--- src/sv/rxls_pkg.sv ---
// rxls_pkg: shared types and constants of the receive link statistics block.
// No dependencies; compiled first.
package rxls_pkg;

    localparam int unsigned CNT_W     = 32;
    localparam int unsigned SUM_W     = 48;
    localparam int unsigned AVG_W     = 16;
    localparam int unsigned DIV_STEPS = SUM_W;
    localparam int unsigned STEP_W    = $clog2(DIV_STEPS);

    // Opcodes of the input channel
    localparam logic [2:0] OP_GOOD_FRAME = 3'd0;
    localparam logic [2:0] OP_RX_ERROR   = 3'd1;
    localparam logic [2:0] OP_START      = 3'd2;
    localparam logic [2:0] OP_STOP       = 3'd3;
    localparam logic [2:0] OP_READ       = 3'd4;
    localparam logic [2:0] OP_CLEAR      = 3'd5;

    typedef enum logic [2:0] {
        CMD_FRAME,
        CMD_ERROR,
        CMD_START,
        CMD_STOP,
        CMD_READ,
        CMD_CLEAR
    } cmd_kind_t;

    // One queued command; power estimate is already shifted down
    typedef struct packed {
        cmd_kind_t          kind;
        logic [CNT_W-1:0]   seq;
        logic [AVG_W-1:0]   power_est;
        logic [AVG_W-1:0]   acc;
    } cmd_t;

    typedef enum logic [1:0] {
        BK_IDLE,
        BK_DIV,
        BK_DONE
    } bk_state_t;

    // One restoring division step
    typedef struct packed {
        logic [CNT_W-1:0] rem;
        logic [SUM_W-1:0] dvd;
    } div_t;

endpackage

--- src/sv/rxls_if.sv ---
// rxls_if: channel interfaces of the receive link statistics block.
// No dependencies.
interface rxls_in_if;
    logic        valid;
    logic        ready;
    logic [2:0]  opcode;
    logic [31:0] sequence_number;
    logic [9:0]  frame_length;
    logic [31:0] channel_power;
    logic [15:0] accumulator_count;

    modport source (output valid, opcode, sequence_number, frame_length,
                    channel_power, accumulator_count, input ready);
    modport sink   (input valid, opcode, sequence_number, frame_length,
                    channel_power, accumulator_count, output ready);
endinterface

interface rxls_cfg_if;
    logic valid;
    logic ready;
    logic radio_configured;

    modport source (output valid, radio_configured, input ready);
    modport sink   (input valid, radio_configured, output ready);
endinterface

interface rxls_out_if;
    logic        valid;
    logic        ready;
    logic        status;
    logic [31:0] total_received;
    logic [31:0] lost_packets;
    logic [31:0] crc_errors;
    logic [15:0] power_average;
    logic [15:0] snr_average;
    logic [15:0] quality_average;

    modport source (output valid, status, total_received, lost_packets, crc_errors,
                    power_average, snr_average, quality_average, input ready);
    modport sink   (input valid, status, total_received, lost_packets, crc_errors,
                    power_average, snr_average, quality_average, output ready);
endinterface

--- src/sv/rx_link_statistics_top.sv ---
// rx_link_statistics_top: top level of the receive link statistics block.
// Depends on rxls_pkg, rxls_if, rxls_front, rxls_queue, rxls_back.
//
// Receiver events and test commands arrive as transactions on rx_in. The front
// end decodes each one in the cycle it is accepted, drops unused opcodes and
// oversized frames, and pushes the rest into a QUEUE_DEPTH-entry command queue;
// rx_in.ready is low only while that queue is full. The back end pops one
// command per cycle while idle (start, stop and reset also need a free result
// slot); frames, errors, start, stop and reset complete at the pop. A read
// statistics command runs a bit-serial restoring divider (power and quality
// sums in parallel, one quotient bit per cycle) and takes no new command until
// its result is registered; this loop sets the worst-case rate. Start, stop, read
// and reset each produce one transaction on stats_out through an output register,
// so the back end keeps working frames while a result waits to be taken. The cfg
// channel is always ready and should be written only while the block is idle.
module rx_link_statistics_top #(
    parameter int unsigned MAX_FRAME_LEN = 127,
    parameter int unsigned QUEUE_DEPTH   = 4
) (
    input  logic         clk,
    input  logic         rst_n,
    rxls_in_if.sink      rx_in,
    rxls_cfg_if.sink     cfg,
    rxls_out_if.source   stats_out
);
    import rxls_pkg::*;

    // front to queue
    logic q_push;
    cmd_t q_push_cmd;
    logic q_full;

    // queue to back
    logic q_pop;
    cmd_t q_head;
    logic q_empty;

    rxls_front #(
        .MAX_FRAME_LEN (MAX_FRAME_LEN)
    ) u_front (
        .rx_in    (rx_in),
        .q_full   (q_full),
        .push     (q_push),
        .push_cmd (q_push_cmd)
    );

    rxls_queue #(
        .DEPTH (QUEUE_DEPTH)
    ) u_queue (
        .clk      (clk),
        .rst_n    (rst_n),
        .push     (q_push),
        .push_cmd (q_push_cmd),
        .full     (q_full),
        .pop      (q_pop),
        .head     (q_head),
        .empty    (q_empty)
    );

    rxls_back u_back (
        .clk       (clk),
        .rst_n     (rst_n),
        .cfg       (cfg),
        .head      (q_head),
        .empty     (q_empty),
        .pop       (q_pop),
        .stats_out (stats_out)
    );

endmodule

--- src/sv/rxls_front.sv ---
// rxls_front: accepts input transactions, decodes and filters them into commands.
// Depends on rxls_pkg and rxls_if.
module rxls_front #(
    parameter int unsigned MAX_FRAME_LEN = 127
) (
    rxls_in_if.sink         rx_in,
    input  logic            q_full,
    output logic            push,
    output rxls_pkg::cmd_t  push_cmd
);
    import rxls_pkg::*;

    logic keep;

    assign rx_in.ready = !q_full;

    always_comb
    begin
        keep          = 1'b1;
        push_cmd.kind = CMD_FRAME;
        case (rx_in.opcode)
            OP_GOOD_FRAME:
            begin
                // oversized frames never touch the statistics
                keep = (rx_in.frame_length <= 10'(MAX_FRAME_LEN));
            end
            OP_RX_ERROR: push_cmd.kind = CMD_ERROR;
            OP_START:    push_cmd.kind = CMD_START;
            OP_STOP:     push_cmd.kind = CMD_STOP;
            OP_READ:     push_cmd.kind = CMD_READ;
            OP_CLEAR:    push_cmd.kind = CMD_CLEAR;
            default:     keep = 1'b0;
        endcase
        push_cmd.seq       = rx_in.sequence_number;
        push_cmd.power_est = rx_in.channel_power[31:16];
        push_cmd.acc       = rx_in.accumulator_count;
    end

    assign push = rx_in.valid && rx_in.ready && keep;

endmodule

--- src/sv/rxls_queue.sv ---
// rxls_queue: small command FIFO between front and back.
// Depends on rxls_pkg.
module rxls_queue #(
    parameter int unsigned DEPTH = 4
) (
    input  logic            clk,
    input  logic            rst_n,
    input  logic            push,
    input  rxls_pkg::cmd_t  push_cmd,
    output logic            full,
    input  logic            pop,
    output rxls_pkg::cmd_t  head,
    output logic            empty
);
    import rxls_pkg::*;

    localparam int unsigned IDX_W = $clog2(DEPTH);
    localparam int unsigned FILL_W = $clog2(DEPTH + 1);

    cmd_t              mem_reg [DEPTH];
    logic [IDX_W-1:0]  wr_ptr_reg, wr_ptr_next;
    logic [IDX_W-1:0]  rd_ptr_reg, rd_ptr_next;
    logic [FILL_W-1:0] fill_reg, fill_next;

    assign full  = (fill_reg == FILL_W'(DEPTH));
    assign empty = (fill_reg == '0);
    assign head  = mem_reg[rd_ptr_reg];

    always_comb
    begin
        wr_ptr_next = wr_ptr_reg;
        rd_ptr_next = rd_ptr_reg;
        fill_next   = fill_reg;
        if (push)
        begin
            wr_ptr_next = (wr_ptr_reg == IDX_W'(DEPTH - 1)) ? '0 : wr_ptr_reg + 1'b1;
        end
        if (pop)
        begin
            rd_ptr_next = (rd_ptr_reg == IDX_W'(DEPTH - 1)) ? '0 : rd_ptr_reg + 1'b1;
        end
        if (push && !pop)
        begin
            fill_next = fill_reg + 1'b1;
        end
        else if (pop && !push)
        begin
            fill_next = fill_reg - 1'b1;
        end
    end

    always_ff @(posedge clk or negedge rst_n)
    begin
        if (!rst_n)
        begin
            wr_ptr_reg <= '0;
            rd_ptr_reg <= '0;
            fill_reg   <= '0;
        end
        else
        begin
            wr_ptr_reg <= wr_ptr_next;
            rd_ptr_reg <= rd_ptr_next;
            fill_reg   <= fill_next;
        end
    end

    always_ff @(posedge clk)
    begin
        if (push)
        begin
            mem_reg[wr_ptr_reg] <= push_cmd;
        end
    end

endmodule

--- src/sv/rxls_back.sv ---
// rxls_back: executes queued commands, holds statistics, serial divider, result register.
// Depends on rxls_pkg and rxls_if.
module rxls_back (
    input  logic            clk,
    input  logic            rst_n,
    rxls_cfg_if.sink        cfg,
    input  rxls_pkg::cmd_t  head,
    input  logic            empty,
    output logic            pop,
    rxls_out_if.source      stats_out
);
    import rxls_pkg::*;

    function automatic div_t div_step(div_t d, logic [CNT_W-1:0] divisor);
        logic [CNT_W:0] t;
        logic           ge;
        div_t           r;
        t     = {d.rem, d.dvd[SUM_W-1]};
        ge    = (t >= {1'b0, divisor});
        r.rem = ge ? CNT_W'(t - {1'b0, divisor}) : t[CNT_W-1:0];
        r.dvd = {d.dvd[SUM_W-2:0], ge};
        return r;
    endfunction

    bk_state_t         state_reg, state_next;
    logic              cfg_reg, cfg_next;
    logic              running_reg, running_next;
    logic              seq_valid_reg, seq_valid_next;
    logic [CNT_W-1:0]  prev_seq_reg, prev_seq_next;
    logic [CNT_W-1:0]  rx_cnt_reg, rx_cnt_next;
    logic [CNT_W-1:0]  lost_reg, lost_next;
    logic [CNT_W-1:0]  err_reg, err_next;
    logic [SUM_W-1:0]  pwr_sum_reg, pwr_sum_next;
    logic [SUM_W-1:0]  qual_sum_reg, qual_sum_next;
    logic [CNT_W-1:0]  metric_reg, metric_next;
    div_t              div_p_reg, div_p_next;
    div_t              div_q_reg, div_q_next;
    logic [STEP_W-1:0] step_reg, step_next;

    logic              out_valid_reg, out_valid_next;
    logic              res_status_reg, res_status_next;
    logic [CNT_W-1:0]  total_reg, total_next;
    logic [CNT_W-1:0]  lost_out_reg, lost_out_next;
    logic [CNT_W-1:0]  crc_out_reg, crc_out_next;
    logic [AVG_W-1:0]  pavg_reg, pavg_next;
    logic [AVG_W-1:0]  qavg_reg, qavg_next;

    logic              slot_free;
    logic              pop_ok;
    logic [CNT_W-1:0]  expected;

    assign cfg.ready = 1'b1;
    assign slot_free = !out_valid_reg || stats_out.ready;
    // frames, errors and reads may leave without a free result slot
    assign pop_ok    = !empty && ((head.kind == CMD_FRAME) || (head.kind == CMD_ERROR)
                                  || (head.kind == CMD_READ) || slot_free);
    assign expected  = prev_seq_reg + 1'b1;

    assign stats_out.valid           = out_valid_reg;
    assign stats_out.status          = res_status_reg;
    assign stats_out.total_received  = total_reg;
    assign stats_out.lost_packets    = lost_out_reg;
    assign stats_out.crc_errors      = crc_out_reg;
    assign stats_out.power_average   = pavg_reg;
    assign stats_out.snr_average     = qavg_reg;
    assign stats_out.quality_average = qavg_reg;

    // next state
    always_comb
    begin
        state_next = state_reg;
        case (state_reg)
            BK_IDLE:
            begin
                if (pop_ok && (head.kind == CMD_READ))
                begin
                    state_next = BK_DIV;
                end
            end
            BK_DIV:
            begin
                if (step_reg == STEP_W'(DIV_STEPS - 1))
                begin
                    state_next = BK_DONE;
                end
            end
            BK_DONE:
            begin
                if (slot_free)
                begin
                    state_next = BK_IDLE;
                end
            end
            default: state_next = BK_IDLE;
        endcase
    end

    // datapath and outputs
    always_comb
    begin
        pop             = 1'b0;
        cfg_next        = cfg_reg;
        running_next    = running_reg;
        seq_valid_next  = seq_valid_reg;
        prev_seq_next   = prev_seq_reg;
        rx_cnt_next     = rx_cnt_reg;
        lost_next       = lost_reg;
        err_next        = err_reg;
        pwr_sum_next    = pwr_sum_reg;
        qual_sum_next   = qual_sum_reg;
        metric_next     = metric_reg;
        div_p_next      = div_p_reg;
        div_q_next      = div_q_reg;
        step_next       = step_reg;
        out_valid_next  = out_valid_reg && !stats_out.ready;
        res_status_next = res_status_reg;
        total_next      = total_reg;
        lost_out_next   = lost_out_reg;
        crc_out_next    = crc_out_reg;
        pavg_next       = pavg_reg;
        qavg_next       = qavg_reg;

        if (cfg.valid)
        begin
            cfg_next = cfg.radio_configured;
        end

        case (state_reg)
            BK_IDLE:
            begin
                if (pop_ok)
                begin
                    pop = 1'b1;
                    case (head.kind)
                        CMD_FRAME:
                        begin
                            if (running_reg)
                            begin
                                rx_cnt_next = rx_cnt_reg + 1'b1;
                                seq_valid_next = 1'b1;
                                if (seq_valid_reg && (head.seq > expected))
                                begin
                                    lost_next = lost_reg + (head.seq - expected);
                                end
                                prev_seq_next = head.seq;
                                pwr_sum_next  = pwr_sum_reg + SUM_W'(head.power_est);
                                qual_sum_next = qual_sum_reg + SUM_W'(head.acc);
                                metric_next   = metric_reg + 1'b1;
                            end
                        end
                        CMD_ERROR:
                        begin
                            if (running_reg)
                            begin
                                err_next = err_reg + 1'b1;
                            end
                        end
                        CMD_READ:
                        begin
                            div_p_next.rem = '0;
                            div_p_next.dvd = pwr_sum_reg;
                            div_q_next.rem = '0;
                            div_q_next.dvd = qual_sum_reg;
                            step_next      = '0;
                        end
                        default:
                        begin
                            // start/stop/clear give zeros; status 1 on unconfigured start
                            out_valid_next  = 1'b1;
                            res_status_next = 1'b0;
                            total_next      = '0;
                            lost_out_next   = '0;
                            crc_out_next    = '0;
                            pavg_next       = '0;
                            qavg_next       = '0;
                            if ((head.kind == CMD_START) && !cfg_reg)
                            begin
                                res_status_next = 1'b1;
                            end
                            if (head.kind == CMD_STOP)
                            begin
                                running_next = 1'b0;
                            end
                            if (((head.kind == CMD_START) && cfg_reg)
                                || (head.kind == CMD_CLEAR))
                            begin
                                if (head.kind == CMD_START)
                                begin
                                    running_next = 1'b1;
                                end
                                seq_valid_next = 1'b0;
                                prev_seq_next  = '0;
                                rx_cnt_next    = '0;
                                lost_next      = '0;
                                err_next       = '0;
                                pwr_sum_next   = '0;
                                qual_sum_next  = '0;
                                metric_next    = '0;
                            end
                        end
                    endcase
                end
            end
            BK_DIV:
            begin
                div_p_next = div_step(div_p_reg, metric_reg);
                div_q_next = div_step(div_q_reg, metric_reg);
                step_next  = step_reg + 1'b1;
            end
            BK_DONE:
            begin
                if (slot_free)
                begin
                    out_valid_next  = 1'b1;
                    res_status_next = 1'b0;
                    total_next      = rx_cnt_reg;
                    lost_out_next   = lost_reg;
                    crc_out_next    = err_reg;
                    pavg_next       = (metric_reg != '0) ? div_p_reg.dvd[AVG_W-1:0] : '0;
                    qavg_next       = (metric_reg != '0) ? div_q_reg.dvd[AVG_W-1:0] : '0;
                end
            end
            default: ;
        endcase
    end

    always_ff @(posedge clk or negedge rst_n)
    begin
        if (!rst_n)
        begin
            state_reg     <= BK_IDLE;
            cfg_reg       <= 1'b0;
            running_reg   <= 1'b0;
            seq_valid_reg <= 1'b0;
            prev_seq_reg  <= '0;
            rx_cnt_reg    <= '0;
            lost_reg      <= '0;
            err_reg       <= '0;
            pwr_sum_reg   <= '0;
            qual_sum_reg  <= '0;
            metric_reg    <= '0;
            step_reg      <= '0;
            out_valid_reg <= 1'b0;
        end
        else
        begin
            state_reg     <= state_next;
            cfg_reg       <= cfg_next;
            running_reg   <= running_next;
            seq_valid_reg <= seq_valid_next;
            prev_seq_reg  <= prev_seq_next;
            rx_cnt_reg    <= rx_cnt_next;
            lost_reg      <= lost_next;
            err_reg       <= err_next;
            pwr_sum_reg   <= pwr_sum_next;
            qual_sum_reg  <= qual_sum_next;
            metric_reg    <= metric_next;
            step_reg      <= step_next;
            out_valid_reg <= out_valid_next;
        end
    end

    always_ff @(posedge clk)
    begin
        div_p_reg      <= div_p_next;
        div_q_reg      <= div_q_next;
        res_status_reg <= res_status_next;
        total_reg      <= total_next;
        lost_out_reg   <= lost_out_next;
        crc_out_reg    <= crc_out_next;
        pavg_reg       <= pavg_next;
        qavg_reg       <= qavg_next;
    end

    // divisor and statistics hold still while a division runs
    a_div_stable: assert property (@(posedge clk) disable iff (!rst_n)
        (state_reg == BK_DIV) |=> $stable(metric_reg) && $stable(rx_cnt_reg))
        else $error("statistics changed during division");

    a_div_count: assert property (@(posedge clk) disable iff (!rst_n)
        ((state_reg == BK_DIV) && (step_reg != STEP_W'(DIV_STEPS - 1)))
        |=> (state_reg == BK_DIV) && (step_reg == $past(step_reg) + 1'b1))
        else $error("divider step sequence broken");

    a_idle_frame: assert property (@(posedge clk) disable iff (!rst_n)
        (pop && (head.kind == CMD_FRAME) && !running_reg) |=> $stable(rx_cnt_reg))
        else $error("frame counted while stopped");

    a_counts_agree: assert property (@(posedge clk) disable iff (!rst_n)
        rx_cnt_reg == metric_reg)
        else $error("received count and metric count differ");

endmodule
--- src/flat_wrapper.sv ---
// flat-port wrapper written by rule: the top's interface ports become plain ports
module rx_link_statistics_top_flat import rxls_pkg::*;
#(
    parameter int unsigned MAX_FRAME_LEN = 127,
    parameter int unsigned QUEUE_DEPTH   = 4
)
  (clk, rst_n, rx_in_valid, rx_in_opcode, rx_in_sequence_number, rx_in_frame_length, rx_in_channel_power, rx_in_accumulator_count, rx_in_ready, cfg_valid, cfg_radio_configured, cfg_ready, stats_out_valid, stats_out_status, stats_out_total_received, stats_out_lost_packets, stats_out_crc_errors, stats_out_power_average, stats_out_snr_average, stats_out_quality_average, stats_out_ready);
  rxls_in_if rx_in_i ();
  rxls_cfg_if cfg_i ();
  rxls_out_if stats_out_i ();
  input  logic clk;
  input  logic rst_n;
  input wire logic [$bits(rx_in_i.valid)-1:0] rx_in_valid;
  input wire logic [$bits(rx_in_i.opcode)-1:0] rx_in_opcode;
  input wire logic [$bits(rx_in_i.sequence_number)-1:0] rx_in_sequence_number;
  input wire logic [$bits(rx_in_i.frame_length)-1:0] rx_in_frame_length;
  input wire logic [$bits(rx_in_i.channel_power)-1:0] rx_in_channel_power;
  input wire logic [$bits(rx_in_i.accumulator_count)-1:0] rx_in_accumulator_count;
  output wire logic [$bits(rx_in_i.ready)-1:0] rx_in_ready;
  input wire logic [$bits(cfg_i.valid)-1:0] cfg_valid;
  input wire logic [$bits(cfg_i.radio_configured)-1:0] cfg_radio_configured;
  output wire logic [$bits(cfg_i.ready)-1:0] cfg_ready;
  output wire logic [$bits(stats_out_i.valid)-1:0] stats_out_valid;
  output wire logic [$bits(stats_out_i.status)-1:0] stats_out_status;
  output wire logic [$bits(stats_out_i.total_received)-1:0] stats_out_total_received;
  output wire logic [$bits(stats_out_i.lost_packets)-1:0] stats_out_lost_packets;
  output wire logic [$bits(stats_out_i.crc_errors)-1:0] stats_out_crc_errors;
  output wire logic [$bits(stats_out_i.power_average)-1:0] stats_out_power_average;
  output wire logic [$bits(stats_out_i.snr_average)-1:0] stats_out_snr_average;
  output wire logic [$bits(stats_out_i.quality_average)-1:0] stats_out_quality_average;
  input wire logic [$bits(stats_out_i.ready)-1:0] stats_out_ready;
  assign rx_in_i.valid = rx_in_valid;
  assign rx_in_i.opcode = rx_in_opcode;
  assign rx_in_i.sequence_number = rx_in_sequence_number;
  assign rx_in_i.frame_length = rx_in_frame_length;
  assign rx_in_i.channel_power = rx_in_channel_power;
  assign rx_in_i.accumulator_count = rx_in_accumulator_count;
  assign rx_in_ready = rx_in_i.ready;
  assign cfg_i.valid = cfg_valid;
  assign cfg_i.radio_configured = cfg_radio_configured;
  assign cfg_ready = cfg_i.ready;
  assign stats_out_valid = stats_out_i.valid;
  assign stats_out_status = stats_out_i.status;
  assign stats_out_total_received = stats_out_i.total_received;
  assign stats_out_lost_packets = stats_out_i.lost_packets;
  assign stats_out_crc_errors = stats_out_i.crc_errors;
  assign stats_out_power_average = stats_out_i.power_average;
  assign stats_out_snr_average = stats_out_i.snr_average;
  assign stats_out_quality_average = stats_out_i.quality_average;
  assign stats_out_i.ready = stats_out_ready;
  rx_link_statistics_top #(.MAX_FRAME_LEN(MAX_FRAME_LEN), .QUEUE_DEPTH(QUEUE_DEPTH)) u_core (.clk(clk), .rst_n(rst_n), .rx_in(rx_in_i), .cfg(cfg_i), .stats_out(stats_out_i));
endmodule
--- config.mk ---
export PLATFORM = sky130hd
export DESIGN_NAME = rx_link_statistics_top_flat
export DESIGN_NICKNAME = d
export VERILOG_FILES = /design/src/sv/rxls_pkg.sv /design/src/sv/rxls_if.sv /design/src/sv/rx_link_statistics_top.sv /design/src/sv/rxls_front.sv /design/src/sv/rxls_queue.sv /design/src/sv/rxls_back.sv /design/src/flat_wrapper.sv
export SDC_FILE = /design/constraint.sdc
export NUM_CORES = 2
export LEC_CHECK = 0
export BUFFER_PORTS_ARGS = -buffer_cell sky130_fd_sc_hd__buf_2
export CAP_MARGIN = 5
export CORE_UTILIZATION = 65
export CTS_CLUSTER_DIAMETER = 50
export DETAILED_ROUTE_END_ITERATION = 12
export PLACE_DENSITY = 0.84
export SYNTH_ARGS = -nofsm -noshare
export SYNTH_HDL_FRONTEND = slang
export SYNTH_SLANG_ARGS = --single-unit
--- constraint.sdc ---
create_clock -name clk -period 23.6 [get_ports clk]
set_input_delay 4.72 -clock clk [delete_from_list [all_inputs] [get_ports clk]]
set_output_delay 4.72 -clock clk [all_outputs]
set_load 0.01 [all_outputs]
# Word-level counts from Yosys, hierarchy flattened
# Memory sizes are Yosys's and may differ from the RTL's.
# Cells that the tools add are included.
# op_classes
n_addsub,15
mux,73
n_eq_ne,25
bitwise_logic,3
n_reduce_logical,43
magnitude_cmp,4
# op_table
operator,count
case mux 32 bit (2 select lines),8
two-way mux 32 bit,14
two-way mux 80 bit,4
case mux 80 bit (2 select lines),2
case mux 48 bit (2 select lines),2
two-way mux 48 bit,3
adder 32 x 1 -> 32 bit (second input constant),4
adder 48 x 16 -> 48 bit,2
two-way mux 16 bit,6
subtractor 32 bit,3
greater-or-equal comparator 33 x 32 -> 1 bit,2
case mux 16 bit (2 select lines),2
adder 32 bit,1
greater-than comparator 32 bit,1
nonzero test 32 bit,1
two-way mux 1 bit,16
!= test 2 bit (second input constant),8
equality test 3 bit (second input constant),5
case mux 3 bit (5 select lines),1
equality test 3 x 2 -> 1 bit (second input constant),4
two-way mux 6 bit,2
case mux 6 bit (2 select lines),1
<= comparator 10 x 7 -> 1 bit (second input constant),1
logical AND 1 bit,10
other kinds (26),60
# word_totals
register_bits,564
wordCells,190
memories,1
ramBits,268
inputBits,99
output_inout_bits,148
# mem_list
memory,words,word_bits,rd,rd_ports_with_merged_regs,write_ports,line,source
u_core.u_queue.mem_reg,4,67,1,0,1,rxls_queue.sv:20,cmd_t mem_reg [DEPTH];

# Longest topological paths before layout
# An unclocked memory read counts as a cell.
# logic_depth
ltp_word,11
mapped_depth,19
depth_no_buf,19

# Modules after synthesis
# From an unflattened synthesis, not the netlist that was laid out.
# unflattened
hier_cells,3758
hier_area_um2,43005.0
# modules_own_cells
mod,seq_area_each_um2,instances,area_per_inst_um2,cells_each
rxls_back,15384.8,1,32381.1,3298
rxls_queue,8222.9,1,10093.4,388
rxls_front,0.0,1,530.5,72

# Worst setup path after synthesis
# Ideal clock, no wire load.
# synth_timing
kind,in2reg
from,input port stats_out_ready
to,"register u_core.u_back.crc_out_reg[0], in the netlist u_core.u_back.stats_out.crc_errors[0], enable pin"
t_arrival_ns,13.611
path_slack_ns,9.213
setup_time_ns,0.776
n_path_buf,0
required_time_ns,22.824
path_stages,3
path_cell_list,nand2b_1 inv_1 nor3_1
# synth_via
elab_chain_cells,5
elab_cells_between_ends,6
classes_between,eq/ne: 2; reduce/logical: 4
# synth_rtl
element,line,source
from (decl),flat_wrapper.sv:31,input wire logic [$bits(stats_out_i.ready)-1:0] stats_out_ready;
logical OR 1 bit (*),rxls_back.sv:53,assign slot_free = !out_valid_reg || stats_out.ready;
logical OR 1 bit,rxls_back.sv:56,|| (head.kind == CMD_READ) || slot_free);
logical AND 1 bit,rxls_back.sv:55,assign pop_ok = !empty && ((head.kind == CMD_FRAME) || (head.kind == CMD_ERROR)
!= test 2 bit (no line),-,
AND reduction 4 bit (no line) (*),-,
to (signal assigned),rxls_back.sv:270,crc_out_reg <= crc_out_next;
to (decl),rxls_back.sv:44,"logic [CNT_W-1:0] crc_out_reg, crc_out_next;"
# Mark *: on every way between the ends. The rest lies on a longest branch, timed or not.
# A chain may end at the register's enable or synchronous reset.

# Final worst setup path
# layout_timing
from,input port stats_out_ready
to,register u_core.u_back.pwr_sum_reg[23]
# layout_via
elab_chain_cells,4
# layout_rtl
element,line,source
logical OR 1 bit,rxls_back.sv:53,
logical OR 1 bit,rxls_back.sv:56,
logical AND 1 bit,rxls_back.sv:55,
AND reduction 5 bit (no line),-,
to (signal assigned),rxls_back.sv:255,pwr_sum_reg <= pwr_sum_next;
to (decl),rxls_back.sv:33,"logic [SUM_W-1:0] pwr_sum_reg, pwr_sum_next;"
# Every way passes these cells.

==> results.json <==
{
  "outcome": "finished, final reports clean",
  "multi_input_area_mm2": 0.0179,
  "post_cts_buffers": 0,
  "cp.required_ps": 24090,
  "slew_headroom_pct": 27.1,
  "syn_inst": 3736,
  "cts_resized": 0,
  "rsz0062_at_grt": "false",
  "setup_slack_ps": 16050,
  "r2r_start": "u_core.u_queue.rd_ptr_reg[0]",
  "core_mm2": 0.0646,
  "final_common_cell": "nand2_1",
  "drt_iter0_drc": 2411,
  "cts_buffers": 92,
  "fin_setup_tns_ps": 0,
  "setup_viol_count_final": 0,
  "clockBufferDepth": 3,
  "fillers": 4205,
  "hold_viol_final": 0,
  "crit_arrival_ps": 8040,
  "grt_usage_pct": 29.7,
  "grt_max_degree": 124,
  "num_vias": 30100,
  "start_util_pct": 65.9,
  "end_kind": "register",
  "syn2layout_area_growth_pct": 11.5,
  "wl_mm": 99.0,
  "finalMaxSlewViolations": 0,
  "largest_register_ffs": 268,
  "crit_start": "stats_out_ready",
  "rows": 93,
  "worst_slew_pin_slew_ps": 1090,
  "grt_pass1_wl_mm": 156,
  "ir_drop_v": 0.0000860,
  "min_from": "u_core.u_back.prev_seq_reg[31]",
  "place_ws_ps": 15520,
  "ios": 247,
  "syn_nets": 4042,
  "ys_async_sr_fraction_pct": 33.1,
  "final_cell_mix": "601 x nand2_1, 557 x edfxtp_1, 273 x dfrtp_1",
  "skew_ps": 24.8,
  "place.gp.congestion": 0.917,
  "cts_sinks": 832,
  "hpwl_mm": 64.2,
  "regArea_mm2": 0.0236,
  "avgSynthCellArea_um2": 11.4,
  "layout-drive-gt1-share_pct": 13.3,
  "crit_path_top_delay_cell": "or3_1",
  "period_share_pct": 32.0,
  "synth_top_area_cell": "edfxtp_1",
  "cts_tree": "done",
  "vias_per_cell": 6.20,
  "r2r_setup_slack_ps": 17320,
  "grt_overflow": 0,
  "ctsRootBufferMaster": "clkbuf_16",
  "yosysTopAreaCellShare_pct": 39.3,
  "fp.dieArea_mm2": 0.0665,
  "die_w_um": 258,
  "ant_nets": 0,
  "path_class": "input port to register",
  "cp_max_fo": 46,
  "post-route-drc-count": 0,
  "max_cap_viol_count": 0,
  "worstPathCellList": "buf_2, nand2b_1, o21a_2, inv_2, a21oi_4, buf_4, nand2_2, or3_1, nor3b_1, xnor2_1, nor2_1",
  "ys.flop_type": "edfxtp_1",
  "cts_htree_levels": 3,
  "die_y_um": 258,
  "grt_pass1_vias": 29200,
  "clkTransAtPathRegs_ps": 60,
  "ys_seq_area_share_pct": 55.5,
  "synth_edf_count": 557,
  "hold_buffers": 0,
  "ys_seq_elements": 832,
  "synth_area_leaders": "edfxtp_1 39%, dfrtp_1 16%, nand2_1 5.3%",
  "yosysUniqueCellTypes": 85,
  "synth_area_mm2": 0.0426,
  "yosysWarnings": 0,
  "hp-class": "register to register",
  "grt_antenna_before_repair": 2,
  "io_buffers": 222,
  "wl_per_cell_um": 20.4,
  "p_leak_nw": 19.4,
  "final_nets": 4223,
  "start_kind": "input port",
  "p_per_area_mw_per_mm2": 146,
  "firstDrtPassIters": 6,
  "min_period_ps": 7550,
  "slowest_delay_ps": 830,
  "max_freq_mhz": 133,
  "clk_latency_ps": 650
}
==> cells by family (layout without fill, tap and decap cells) <==
kind of cell | after synthesis | count (layout) | share of synthesized area [%]
flops | 832 | 832 | 55.5
fa+ha+maj | 208 | 208 | 6.69
mux | 94 | 94 | 4.17
simple gates | 1460 | 1460 | 16.4
buf+inv | 268 | 529 | 2.58
other cells | 1 | 2 | 0.00881
xor+xnor | 253 | 253 | 5.27
compound gates | 620 | 620 | 9.44
==> critical path, delay by kind of cell <==
kind	cells	cell delay, ps
simple gates	5	1940
compound gates	2	440
xor+xnor	1	160
buf+inv	3	760
==> final timing paths <==
check | endpoint | cells past startpoint
min reg2reg | u_core.u_back.prev_seq_reg[31] | 2
max | u_core.u_back.pwr_sum_reg[23] | 11
max reg2reg | u_core.u_back.pwr_sum_reg[38] | 13
min | u_core.u_back.prev_seq_reg[31] | 2
min in group asynchronous | u_core.u_back.prev_seq_reg[2] | 1
max in group asynchronous | u_core.u_back.qual_sum_reg[39] | 3
==> cell type report <==
class,instances,share of cell area (%)
clock buffer,123,5.45
clock inverter,51,1.07
tap,855,2.26
multi-input combinational,2636,37.8
timing repair buffer,253,2.85
inverter,102,0.818
sequential,832,49.8
antenna,1,0.00528
==> stage by stage <==
stage	utilization [%]	hold WS (ps)	instance area (um^2)	cells	total power, mW
after floorplan	-	460	42600	3736	4.67
after global placement	68.7	479	44300	4678	5.27
after detailed placement	68.7	483	44300	4678	5.40
after CTS	73.4	496	47400	4852	6.89
after global routing	73.5	512	47400	4853	7.37
final	73.5	502	47400	4853	6.92
==> layer usage <==
layer  vias up  global-route usage [%]  wire [um]
li1      13900                       -          -
met1     14800                    41.4      41300
met2      1257                    48.0      47300
met3       193                    4.53       7310
met4         0                    10.7       3040
met5         -                       0          0
==> synth_stat cells, types with 6 or more instances <==
library cell,count
a2111oi_0,6
a211o_1,8
a211oi_1,24
a21o_1,65
a21oi_1,143
a22o_1,17
a31oi_1,20
and2_1,147
and3_1,61
and4_1,12
buf_1,14
buf_2,12
buf_4,17
clkbuf_1,121
dfrtp_1,275
edfxtp_1,557
fa_1,33
ha_1,174
inv_1,100
mux2i_1,23
mux4_2,66
nand2_1,601
nand2b_1,19
nand3_1,114
nand4_1,50
nor2_1,258
nor2b_1,18
nor3_1,60
nor3_2,11
nor3b_1,11
nor4_1,31
nor4b_1,9
o2111ai_1,6
o211ai_1,22
o21a_1,27
o21ai_0,150
o21bai_1,22
o31ai_1,52
o41ai_1,6
or2_2,9
or3_1,28
xnor2_1,147
xor2_1,104
==> where the power goes <==
| group | total [mW] | internal (mW) | switching (mW) |
|---|---|---|---|
| Sequential | 2.21 | 1.99 | 0.221 |
| Combinational | 3.26 | 1.32 | 1.94 |
| Clock | 1.45 | 0.846 | 0.603 |
(Power assumes the default switching activity.)
